$ cat config.mk
export PLATFORM = sky130hd
export DESIGN_NAME = pid_position_controller
export DESIGN_NICKNAME = d
export VERILOG_FILES = /design/src/rtl/ppc_pkg.sv /design/src/rtl/pid_position_controller.sv /design/src/rtl/ppc_front.sv /design/src/rtl/ppc_fifo.sv /design/src/rtl/ppc_back.sv
export VERILOG_INCLUDE_DIRS = /design/src /design/src/rtl
export SDC_FILE = /design/constraint.sdc
export NUM_CORES = 2
export LEC_CHECK = 0
export BUFFER_PORTS_ARGS = -buffer_cell sky130_fd_sc_hd__clkbuf_2
export CAP_MARGIN = 10
export CORE_MARGIN = 1.5
export CORE_UTILIZATION = 40
export DETAILED_ROUTE_END_ITERATION = 10
export SYNTH_ARGS = -nofsm -noshare
export SYNTH_HDL_FRONTEND = slang
export SYNTH_HIERARCHICAL = 1
export SYNTH_SLANG_ARGS = --single-unit
export TNS_END_PERCENT = 50
$ cat constraint.sdc
create_clock -name clk_i -period 19.5 [get_ports clk_i]
set_clock_uncertainty 0.15 [all_clocks]
set_input_delay 3.9 -clock clk_i [delete_from_list [all_inputs] [get_ports clk_i]]
set_output_delay 3.9 -clock clk_i [all_outputs]
set_load 0.01 [all_outputs]
$ cat src/rtl/pid_position_controller_macros.svh
`ifndef PID_POSITION_CONTROLLER_MACROS_SVH
`define PID_POSITION_CONTROLLER_MACROS_SVH

// same-cycle implication, checked out of reset
`define PPC_ASSERT_SAME(lbl, ante, cons, msg) \
  lbl: assert property (@(posedge clk_i) disable iff (!rst_ni) (ante) |-> (cons)) \
    else $error(msg);

// next-cycle implication, checked out of reset
`define PPC_ASSERT_NEXT(lbl, ante, cons, msg) \
  lbl: assert property (@(posedge clk_i) disable iff (!rst_ni) (ante) |=> (cons)) \
    else $error(msg);

`endif

$ cat src/rtl/ppc_pkg.sv
package ppc_pkg;

  localparam int GAIN_FRAC_BITS_DEF = 8;
  localparam int FIFO_DEPTH_DEF     = 4;

  localparam int DATA_W   = 16;
  localparam int GAIN_W   = 24;
  localparam int LIMIT_W  = 20;
  localparam int ERR_W    = 17;
  localparam int INTEG_W  = 21;
  localparam int DERIV_W  = 6;
  localparam int CFG_IDX_W = 4;

  localparam int DERIV_ABS_MAX = 30;
  localparam int DTERM_CUTOFF  = 2000;

  typedef enum logic [CFG_IDX_W-1:0] {
    CFG_GAIN_P          = 4'd0,
    CFG_GAIN_I          = 4'd1,
    CFG_GAIN_D          = 4'd2,
    CFG_SETPOINT        = 4'd3,
    CFG_INTEGRATE_BELOW = 4'd4,
    CFG_INTEGRAL_LIMIT  = 4'd5,
    CFG_DRIVE_MIN       = 4'd6,
    CFG_DRIVE_MAX       = 4'd7
  } cfg_idx_e;

  typedef struct packed {
    logic [GAIN_W-1:0]  gain_p;
    logic [GAIN_W-1:0]  gain_i;
    logic [GAIN_W-1:0]  gain_d;
    logic [DATA_W-1:0]  setpoint;
    logic [DATA_W-1:0]  integrate_below;
    logic [LIMIT_W-1:0] integral_abs_limit;
    logic [DATA_W-1:0]  drive_min;
    logic [DATA_W-1:0]  drive_max;
  } cfg_t;

  // terms handed from the front to the back
  typedef struct packed {
    logic [ERR_W-1:0]   err;
    logic [INTEG_W-1:0] integ;
    logic [DERIV_W-1:0] deriv;
  } term_t;

endpackage

$ cat src/rtl/pid_position_controller.sv
// Channel  | Dir | Word                            | Handshake
// s_axis   | in  | tdata: sample_value, tuser: ok  | tvalid/tready
// m_axis   | out | tdata: drive                    | tvalid/tready
// cfg      | in  | cfg_idx_i selects, cfg_wdata_i  | cfg_we_i, no wait
//
// One word accepted per cycle while the queue has room; the result then passes
// through the queue, multiply, scale, sum and clamp stages, in that order.
// The error/integral/derivative front runs in the accept cycle; its state
// update is the only word-to-word dependency.
// Reset clears state, valid bits and config to defaults; no clearing pass.
// A stalled output freezes the back pipeline; the front keeps taking words
// until the queue is full.
module pid_position_controller import ppc_pkg::*; #(
  parameter int GAIN_FRAC_BITS = GAIN_FRAC_BITS_DEF,
  parameter int FIFO_DEPTH     = FIFO_DEPTH_DEF
) (
  input  logic                 clk_i,
  input  logic                 rst_ni,
  input  logic                 s_axis_tvalid_i,
  output logic                 s_axis_tready_o,
  input  logic [DATA_W-1:0]    s_axis_tdata_i,  // [15:0] sample_value
  input  logic                 s_axis_tuser_i,  // [0] sample_ok
  output logic                 m_axis_tvalid_o,
  input  logic                 m_axis_tready_i,
  output logic [DATA_W-1:0]    m_axis_tdata_o,  // [15:0] drive
  input  logic                 cfg_we_i,
  input  logic [CFG_IDX_W-1:0] cfg_idx_i,
  input  logic [GAIN_W-1:0]    cfg_wdata_i
);

  cfg_t  cfg_q;
  term_t push_term, pop_term;
  logic  push, pop, q_ready, q_valid;

  always_ff @(posedge clk_i or negedge rst_ni) begin
    if (!rst_ni) begin
      cfg_q.gain_p             <= '0;
      cfg_q.gain_i             <= '0;
      cfg_q.gain_d             <= '0;
      cfg_q.setpoint           <= '0;
      cfg_q.integrate_below    <= '0;
      cfg_q.integral_abs_limit <= '0;
      cfg_q.drive_min          <= 16'h8000;
      cfg_q.drive_max          <= 16'h7fff;
    end else if (cfg_we_i) begin
      case (cfg_idx_e'(cfg_idx_i))
        CFG_GAIN_P:          cfg_q.gain_p <= cfg_wdata_i;
        CFG_GAIN_I:          cfg_q.gain_i <= cfg_wdata_i;
        CFG_GAIN_D:          cfg_q.gain_d <= cfg_wdata_i;
        CFG_SETPOINT:        cfg_q.setpoint <= cfg_wdata_i[DATA_W-1:0];
        CFG_INTEGRATE_BELOW: cfg_q.integrate_below <= cfg_wdata_i[DATA_W-1:0];
        CFG_INTEGRAL_LIMIT:  cfg_q.integral_abs_limit <= cfg_wdata_i[LIMIT_W-1:0];
        CFG_DRIVE_MIN:       cfg_q.drive_min <= cfg_wdata_i[DATA_W-1:0];
        CFG_DRIVE_MAX:       cfg_q.drive_max <= cfg_wdata_i[DATA_W-1:0];
        default: begin
        end
      endcase
    end
  end

  ppc_front u_front (
    .clk_i           (clk_i),
    .rst_ni          (rst_ni),
    .cfg_i           (cfg_q),
    .s_axis_tvalid_i (s_axis_tvalid_i),
    .s_axis_tready_o (s_axis_tready_o),
    .sample_value_i  (s_axis_tdata_i),
    .sample_ok_i     (s_axis_tuser_i),
    .q_ready_i       (q_ready),
    .push_o          (push),
    .term_o          (push_term)
  );

  ppc_fifo #(
    .DEPTH (FIFO_DEPTH)
  ) u_fifo (
    .clk_i       (clk_i),
    .rst_ni      (rst_ni),
    .push_i      (push),
    .push_data_i (push_term),
    .ready_o     (q_ready),
    .pop_i       (pop),
    .valid_o     (q_valid),
    .pop_data_o  (pop_term)
  );

  ppc_back #(
    .GAIN_FRAC_BITS (GAIN_FRAC_BITS)
  ) u_back (
    .clk_i           (clk_i),
    .rst_ni          (rst_ni),
    .cfg_i           (cfg_q),
    .q_valid_i       (q_valid),
    .q_data_i        (pop_term),
    .pop_o           (pop),
    .m_axis_tvalid_o (m_axis_tvalid_o),
    .m_axis_tready_i (m_axis_tready_i),
    .m_axis_tdata_o  (m_axis_tdata_o)
  );

endmodule

$ cat src/rtl/ppc_front.sv
`include "pid_position_controller_macros.svh"

module ppc_front import ppc_pkg::*; (
  input  logic              clk_i,
  input  logic              rst_ni,
  input  cfg_t              cfg_i,
  input  logic              s_axis_tvalid_i,
  output logic              s_axis_tready_o,
  input  logic [DATA_W-1:0] sample_value_i,
  input  logic              sample_ok_i,
  input  logic              q_ready_i,
  output logic              push_o,
  output term_t             term_o
);

  logic signed [ERR_W-1:0]   prev_error_q, prev_error_d;
  logic signed [INTEG_W-1:0] integral_q, integral_d;

  logic signed [ERR_W-1:0]   diff;
  logic        [ERR_W-1:0]   abs_err;
  logic signed [INTEG_W:0]   isum;
  logic signed [INTEG_W:0]   lim;
  logic signed [INTEG_W:0]   iclamp;
  logic signed [ERR_W:0]     dsum;

  assign s_axis_tready_o = q_ready_i;
  assign push_o          = s_axis_tvalid_i & q_ready_i;

  always_comb begin
    diff    = $signed({cfg_i.setpoint[DATA_W-1], cfg_i.setpoint})
            - $signed({sample_value_i[DATA_W-1], sample_value_i});
    abs_err = diff[ERR_W-1] ? ERR_W'(-diff) : ERR_W'(diff);
    isum    = integral_q + diff;
    lim     = $signed({2'b00, cfg_i.integral_abs_limit});
    if (isum > lim) begin
      iclamp = lim;
    end else if (isum < -lim) begin
      iclamp = -lim;
    end else begin
      iclamp = isum;
    end
    dsum = diff - prev_error_q;

    prev_error_d = '0;
    integral_d   = '0;
    term_o.deriv = '0;
    if (sample_ok_i) begin
      prev_error_d = diff;
      if (abs_err < {1'b0, cfg_i.integrate_below}) begin
        integral_d = INTEG_W'(iclamp);
      end
      // derivative spikes are dropped
      if (!(dsum > DERIV_ABS_MAX || dsum < -DERIV_ABS_MAX)) begin
        term_o.deriv = DERIV_W'(dsum);
      end
    end
    term_o.err   = prev_error_d;
    term_o.integ = integral_d;
  end

  always_ff @(posedge clk_i or negedge rst_ni) begin
    if (!rst_ni) begin
      prev_error_q <= '0;
      integral_q   <= '0;
    end else if (push_o) begin
      prev_error_q <= prev_error_d;
      integral_q   <= integral_d;
    end
  end

  `PPC_ASSERT_NEXT(a_invalid_clears, push_o && !sample_ok_i, prev_error_q == '0 && integral_q == '0, "invalid word must clear state")

endmodule

$ cat src/rtl/ppc_fifo.sv
`include "pid_position_controller_macros.svh"

module ppc_fifo import ppc_pkg::*; #(
  parameter int DEPTH = FIFO_DEPTH_DEF
) (
  input  logic  clk_i,
  input  logic  rst_ni,
  input  logic  push_i,
  input  term_t push_data_i,
  output logic  ready_o,
  input  logic  pop_i,
  output logic  valid_o,
  output term_t pop_data_o
);

  localparam int PTR_W = (DEPTH > 1) ? $clog2(DEPTH) : 1;
  localparam int CNT_W = $clog2(DEPTH + 1);

  term_t             mem_q [DEPTH];
  logic [PTR_W-1:0]  wr_ptr_q, rd_ptr_q;
  logic [CNT_W-1:0]  cnt_q;

  assign ready_o    = cnt_q != CNT_W'(DEPTH);
  assign valid_o    = cnt_q != '0;
  assign pop_data_o = mem_q[rd_ptr_q];

  always_ff @(posedge clk_i) begin
    if (push_i) begin
      mem_q[wr_ptr_q] <= push_data_i;
    end
  end

  always_ff @(posedge clk_i or negedge rst_ni) begin
    if (!rst_ni) begin
      wr_ptr_q <= '0;
      rd_ptr_q <= '0;
      cnt_q    <= '0;
    end else begin
      if (push_i) begin
        wr_ptr_q <= (wr_ptr_q == PTR_W'(DEPTH - 1)) ? '0 : wr_ptr_q + 1'b1;
      end
      if (pop_i) begin
        rd_ptr_q <= (rd_ptr_q == PTR_W'(DEPTH - 1)) ? '0 : rd_ptr_q + 1'b1;
      end
      if (push_i && !pop_i) begin
        cnt_q <= cnt_q + 1'b1;
      end else if (pop_i && !push_i) begin
        cnt_q <= cnt_q - 1'b1;
      end
    end
  end

  `PPC_ASSERT_SAME(a_no_pop_empty, pop_i, cnt_q != '0, "pop from empty queue")
  `PPC_ASSERT_NEXT(a_cnt_up, push_i && !pop_i, cnt_q == $past(cnt_q) + 1'b1, "count lost a push")

endmodule

$ cat src/rtl/ppc_back.sv
`include "pid_position_controller_macros.svh"

module ppc_back import ppc_pkg::*; #(
  parameter int GAIN_FRAC_BITS = GAIN_FRAC_BITS_DEF
) (
  input  logic              clk_i,
  input  logic              rst_ni,
  input  cfg_t              cfg_i,
  input  logic              q_valid_i,
  input  term_t             q_data_i,
  output logic              pop_o,
  output logic              m_axis_tvalid_o,
  input  logic              m_axis_tready_i,
  output logic [DATA_W-1:0] m_axis_tdata_o
);

  localparam int WIDE_W = 48;
  localparam int TP_W   = GAIN_W + 1 + ERR_W;
  localparam int TI_W   = GAIN_W + 1 + INTEG_W;
  localparam int TD_W   = GAIN_W + 1 + DERIV_W;
  localparam int SUM_W  = TI_W + 2;
  localparam logic signed [WIDE_W-1:0] FRAC_MASK =
    (48'sd1 <<< GAIN_FRAC_BITS) - 48'sd1;

  // divide by 2^frac, rounding toward zero
  function automatic logic signed [WIDE_W-1:0] scale_down(
    input logic signed [WIDE_W-1:0] x
  );
    logic signed [WIDE_W-1:0] bias;
    bias = x[WIDE_W-1] ? FRAC_MASK : '0;
    return (x + bias) >>> GAIN_FRAC_BITS;
  endfunction

  // below min wins over above max; with inverted limits the result is min or max, never x
  function automatic logic signed [DATA_W-1:0] clamp_drive(
    input logic signed [WIDE_W-1:0] x,
    input logic signed [DATA_W-1:0] lo,
    input logic signed [DATA_W-1:0] hi
  );
    logic signed [DATA_W-1:0] r;
    if (x < lo) begin
      r = lo;
    end else if (x > hi) begin
      r = hi;
    end else begin
      r = x[DATA_W-1:0];
    end
    return r;
  endfunction

  logic signed [DATA_W-1:0] dmin, dmax;
  logic                     adv;

  logic                     v1_q, v2_q, v3_q, v4_q;
  logic signed [TP_W-1:0]   pp_q, tp_q;
  logic signed [TI_W-1:0]   pi_q, ti_q;
  logic signed [TD_W-1:0]   pd_q, td_q;
  logic signed [SUM_W-1:0]  sum_q, sum_d;
  logic signed [DATA_W-1:0] drive_q;

  logic signed [TP_W-1:0]   pp_d;
  logic signed [TI_W-1:0]   pi_d;
  logic signed [TD_W-1:0]   pd_d;
  logic signed [DATA_W-1:0] ti_c;
  logic signed [TD_W-1:0]   td_k;

  assign dmin  = $signed(cfg_i.drive_min);
  assign dmax  = $signed(cfg_i.drive_max);
  assign adv   = !v4_q || m_axis_tready_i;
  assign pop_o = adv && q_valid_i;

  assign m_axis_tvalid_o = v4_q;
  assign m_axis_tdata_o  = drive_q;

  always_comb begin
    pp_d  = $signed({1'b0, cfg_i.gain_p}) * $signed(q_data_i.err);
    pi_d  = $signed({1'b0, cfg_i.gain_i}) * $signed(q_data_i.integ);
    pd_d  = $signed({1'b0, cfg_i.gain_d}) * $signed(q_data_i.deriv);
    ti_c  = clamp_drive(WIDE_W'(ti_q), dmin, dmax);
    // only a large positive derivative term is cut off
    td_k  = (td_q >= DTERM_CUTOFF) ? '0 : td_q;
    sum_d = tp_q + ti_c + td_k;
  end

  always_ff @(posedge clk_i) begin
    if (adv) begin
      pp_q    <= pp_d;
      pi_q    <= pi_d;
      pd_q    <= pd_d;
      tp_q    <= TP_W'(scale_down(WIDE_W'(pp_q)));
      ti_q    <= TI_W'(scale_down(WIDE_W'(pi_q)));
      td_q    <= TD_W'(scale_down(WIDE_W'(pd_q)));
      sum_q   <= sum_d;
      drive_q <= clamp_drive(WIDE_W'(sum_q), dmin, dmax);
    end
  end

  always_ff @(posedge clk_i or negedge rst_ni) begin
    if (!rst_ni) begin
      v1_q <= 1'b0;
      v2_q <= 1'b0;
      v3_q <= 1'b0;
      v4_q <= 1'b0;
    end else if (adv) begin
      v1_q <= q_valid_i;
      v2_q <= v1_q;
      v3_q <= v2_q;
      v4_q <= v3_q;
    end
  end

  `PPC_ASSERT_SAME(a_drive_in_range, v4_q && dmin <= dmax, drive_q >= dmin && drive_q <= dmax, "drive outside limits")

endmodule

After elaboration in Yosys (flattened, before gate mapping)
Memory sizes are Yosys's and may differ from the RTL's.
Cells that the tools add are included.
{ "word_totals": {"ff_bits": 499, "ramBits": 176, "inputBits": 50, "output_inout_bits": 18, "elab_cells": 105, "n_memories": 1} }
{ "op_classes": {"addsub": 14, "n_mul": 3, "n_lt_le_gt_ge": 10, "n_eq_ne": 10, "muxes": 22, "bitwise": 1, "reduce_logical": 19} }
{ "memory_table": {"columns": ["name", "words", "word_bits", "rd", "rd_ports_with_merged_regs", "wr", "line_no", "source"], "rows": [
  ["u_fifo.mem_q", 4, 44, 1, 0, 1, "ppc_fifo.sv:19", "term_t mem_q [DEPTH];"]
]} }
{ "ops": {"columns": ["cell", "n"], "rows": [
  ["two-way mux 21 bit", 4],
  ["two-way mux 16 bit", 4],
  ["greater-than comparator 48 x 16 -> 1 bit", 1],
  ["< comparator 48 x 16 -> 1 bit", 1],
  ["adder 46 x 9 -> 47 bit", 1],
  ["multiplier 25 x 21 -> 46 bit", 1],
  ["adder 42 x 9 -> 43 bit", 1],
  ["adder 41 x 31 -> 42 bit", 1],
  ["multiplier 25 x 17 -> 42 bit", 1],
  ["adder 40 x 16 -> 41 bit", 1],
  ["greater-than comparator 40 x 16 -> 1 bit", 1],
  ["< comparator 40 x 16 -> 1 bit", 1],
  ["two-way mux 17 bit", 2],
  ["adder 31 x 9 -> 32 bit", 1],
  [">= comparator 31 x 12 -> 1 bit, second input constant", 1],
  ["multiplier 25 x 6 -> 31 bit", 1],
  ["two-way mux 31 bit", 1],
  ["two-way mux 8 bit", 3],
  ["adder 21 x 17 -> 22 bit", 1],
  ["greater-than comparator 22 x 21 -> 1 bit", 1],
  ["< comparator 22 bit", 1],
  ["negation 20 -> 22 bit", 1],
  ["greater-than comparator 18 x 6 -> 1 bit, second input constant", 1],
  ["< comparator 18 x 6 -> 1 bit, second input constant", 1],
  ["other kinds (24)", 46]
]} }

Longest topological paths before layout
{ "depth": {"depth_word": 7, "ltp_mapped": 33} }

By module
The synthesis kept the hierarchy.
{ "modules_own_cells": {"columns": ["mod", "instances", "cells_per_inst", "area_per_inst_um2", "seq_area_each_um2"], "rows": [
  ["ppc_back", 1, 5573, 52452.8, 8207.9],
  ["ppc_front", 1, 942, 7319.5, 950.9],
  ["ppc_fifo", 1, 268, 6827.8, 5460.2],
  ["pid_position_controller", 1, 339, 5915.7, 3923.8]
]} }

Worst setup path before layout
No wires, ideal clock.
{ "synth_path": {"kind": "input-to-reg", "startpoint": "in m_axis_tready_i", "endpoint": "reg u_fifo.cnt_q[1]", "arrival_ns": 13.155, "required_time_ns": 19.225, "setup_slack_ns": 6.070, "cell_stages": 8, "n_path_buf": 1, "path_cell_list": "nand2b_1 clkbuf_1 and2_1 inv_1 ha_1 inv_1 fa_1 mux2_2"} }
{ "synth_via": {"elab_chain_cells": 5} }
{ "synth_rtl": {"columns": ["item", "line_no", "source"], "rows": [
  ["start, declared", "pid_position_controller.sv:24", "input logic m_axis_tready_i,"],
  ["logical OR 1 bit *", "ppc_back.sv:69", "assign adv = !v4_q || m_axis_tready_i;"],
  ["logical AND 1 bit *", "ppc_back.sv:70", "assign pop_o = adv && q_valid_i;"],
  ["via pop", "pid_position_controller.sv:33", "logic push, pop, q_ready, q_valid;"],
  ["logical NOT 1 bit", "ppc_fifo.sv:45", "if (push_i && !pop_i) begin"],
  ["logical AND 1 bit", "ppc_fifo.sv:45", null],
  ["two-way mux 3 bit / nonzero test 2 bit (equally long branches)", null, null],
  ["end signal, assigned", "ppc_fifo.sv:46", "cnt_q <= cnt_q + 1'b1;"],
  ["end signal, assigned", "ppc_fifo.sv:48", "cnt_q <= cnt_q - 1'b1;"],
  ["end, declared", "ppc_fifo.sv:21", "logic [CNT_W-1:0] cnt_q;"]
]} }
Mark *: on every way through the listed nets, which the timed path passes. The rest lies on a longest branch.
A chain may end at the register's enable or synchronous reset.

==> results.tsv <==
metric	value	unit
clock_latency	0.69	ns
layout_commonest_cell	inv_1	
io_pins	68	
drc_errors	0	
grt_pass1_wl	308000	um
syn_nets	8762	
hold_viol	0	
row_count	156	
grt_pass1_vias	53000	
cts-root-buf	clkbuf_16	
fmax	88.2	MHz
place_congestion	0.897	
syn_inst	7122	
post_drt_via_cell_ratio	5.35	
fill_cells	17300	
die_area	0.184	mm^2
final_cell_mix	inv_1, fa_1, nand2_1, ha_1, edfxtp_1	
place_ws	7.52	ns
yosys_warnings	6	
critPathRequiredTime	19.76	ns
globalRouteOverflowTotal	0	
cts.hold.buffers_added	0	
critPathMaxStageDelay	0.77	ns
setup_violations	0	
finalCriticalPeriod	11.33	ns
final_util	43.0	%
vias	50900	
cts_inserted_buffers	75	
final_nets	8708	
start_util	40.2	%
drv_cap	0	
area_growth_syn_to_layout	6.98	%
min_period_over_period	58.1	%
post-cts-setup-buffers	0	
post_cts_resized	0	
cts_tree	built	
clock-sinks	651	
cp-start-kind	primary input	
clock_path_buffers	3	
clk_pin_slew_worst_paths	0.06	ns
crit_slowest_cell	or4b_1	
async_flop_share	31.5	%
status	finished clean	
synthFlopType	edfxtp_1	
antenna_found_initial	14	
rsz0062_at_grt	no	
cp_max_fo	26	
post_drt_wl_per_cell	20.7	um
htreeDepth	3	
syn_area	0.0725	mm^2
dp_hpwl	149000	um
dieHeight	429	um
drive_gt1_share	7.45	%
drt_iter0_drc	3501	
dr.pass1.iters	5	
ys_types	104	
maxSlewHeadroom	17.8	%
synth_enable_flop_cells	446	
netlist.area_leader.share	24.1	%
whs	0.308	ns
tightestPinTransition	1.23	ns
critPathKind	in2reg	
crit_path_frequent_cell	o21ai_0	
ys_ff_latch	651	
grt_usage	21.5	%
core	0.180	mm^2
netlist.top_cell.by_area	fa_1	
ant_nets	0	
dieWidth	429	um
routed_wl	196000	um
end_kind	flop	
synth_area_leaders	fa_1, edfxtp_1, ha_1	
grt_max_degree	84	
drv_slew	0	
setup_ws	8.17	ns
tns	0	ns
io_buffers	67	
cp.arrival	11.59	ns
avgSynthCellArea	10.2	um^2
ys_seq_area_share	25.6	%
hp-class	reg2reg	
routing by layer:
metal	routed length, um	up-vias	global-route usage, %
met4	6380	2	6.78
li1	-	23400	-
met1	86900	25700	29.3
met2	91700	1517	35.6
met5	9	-	0
met3	11300	320	2.94
path summary, 6_finish.rpt:
check	cells after the start	slack (ns)	start	endpoint
max	29	8.17	s_axis_tdata_i[0]	u_fifo/mem_q[3][25]
min	1	0.31	u_back/v3_q	u_back/m_axis_tvalid_o
max reg2reg	21	9.80	u_fifo/rd_ptr_q[0]	u_back/pi_q[42]
min reg2reg	1	0.31	u_back/v3_q	u_back/m_axis_tvalid_o
max in group asynchronous	2	14.64	rst_ni	cfg_q[26]
min in group asynchronous	1	3.08	rst_ni	cfg_q[148]
through the flow:
stage                     std cells  cell area [um^2]
after global placement         9361             75200
final                          9500             77600
after floorplan                7122             72500
after CTS                      9498             77600
after detailed placement       9361             75200
after global routing           9500             77600
cell usage after synthesis (10+ instances only):
cell       count
inv_1       1219
fa_1         874
nand2_1      826
ha_1         716
edfxtp_1     446
and2_1       410
a21oi_1      224
clkbuf_1     216
xnor2_1      195
dfrtp_1      189
nor2_1       182
mux2_2       173
a21o_1       144
o21ai_0      127
nand2b_1      94
nand3_1       91
xor2_1        89
nand4_1       71
and3_1        58
nor3_1        54
nor2b_1       43
o21a_1        43
a211oi_1      39
mux2i_1       39
mux4_2        38
or3_1         36
a31oi_1       31
nor4_1        30
buf_2         25
o2111ai_1     24
o21bai_1      24
o211ai_1      23
a311oi_1      20
a211o_1       19
nor3b_1       19
a32o_1        18
and4_1        16
dfstp_2       16
a41oi_1       15
o31ai_1       14
o21ai_1       12
mux2_1        10
mux2_4        10
o31a_1        10
final cells by class:
cell class,count,area [um^2],area share [%]
diodes,2,5.00,0.00645
clock buffers,94,2030,2.62
clock inverters,43,350,0.452
inverters,1221,4580,5.91
multi-input cells,4990,48300,62.2
flip-flops and latches,651,18500,23.9
well taps,2370,2970,3.82
repair buffers,129,811,1.05
worst max-delay path: cells and delay by family:
kind	cells	cell delay, ns
adders and majority gates	4	1.31
AOI/OAI and AO/OA	12	2.86
and+or+nand+nor	9	2.30
xor gates and xnor gates	1	0.33
buffers and inverters	3	0.83
logic make-up after synthesis:
kind of cell               synth area share (%)
and+or+nand+nor                            13.7
adders and majority gates                  36.5
buffers and inverters                      7.88
AOI/OAI and AO/OA                          7.96
DFF                                        25.6
xor gates and xnor gates                   3.43
muxes                                      4.98
flip-flops by register name, summed over array words and instances, names as in the netlist:
name and cells:
u_back/m_axis_tdata_o 16, u_back/v1_q 1, u_fifo/wr_ptr_q 2, u_back/pi_q 46, u_back/tp_q 35, u_front/prev_error_q 17, u_back/ti_q 39, u_fifo/mem_q 176
u_back/sum_q 37, u_back/v3_q 1, u_back/td_q 24, u_back/pd_q 31, u_front/integral_q 21, u_back/pp_q 42, u_fifo/rd_ptr_q 2, u_back/v2_q 1
u_fifo/cnt_q 3, cfg_q 156, u_back/m_axis_tvalid_o 1
Power is not shown: default switching activity piles up to over one toggle a cycle in this logic, so the estimate is an artifact.
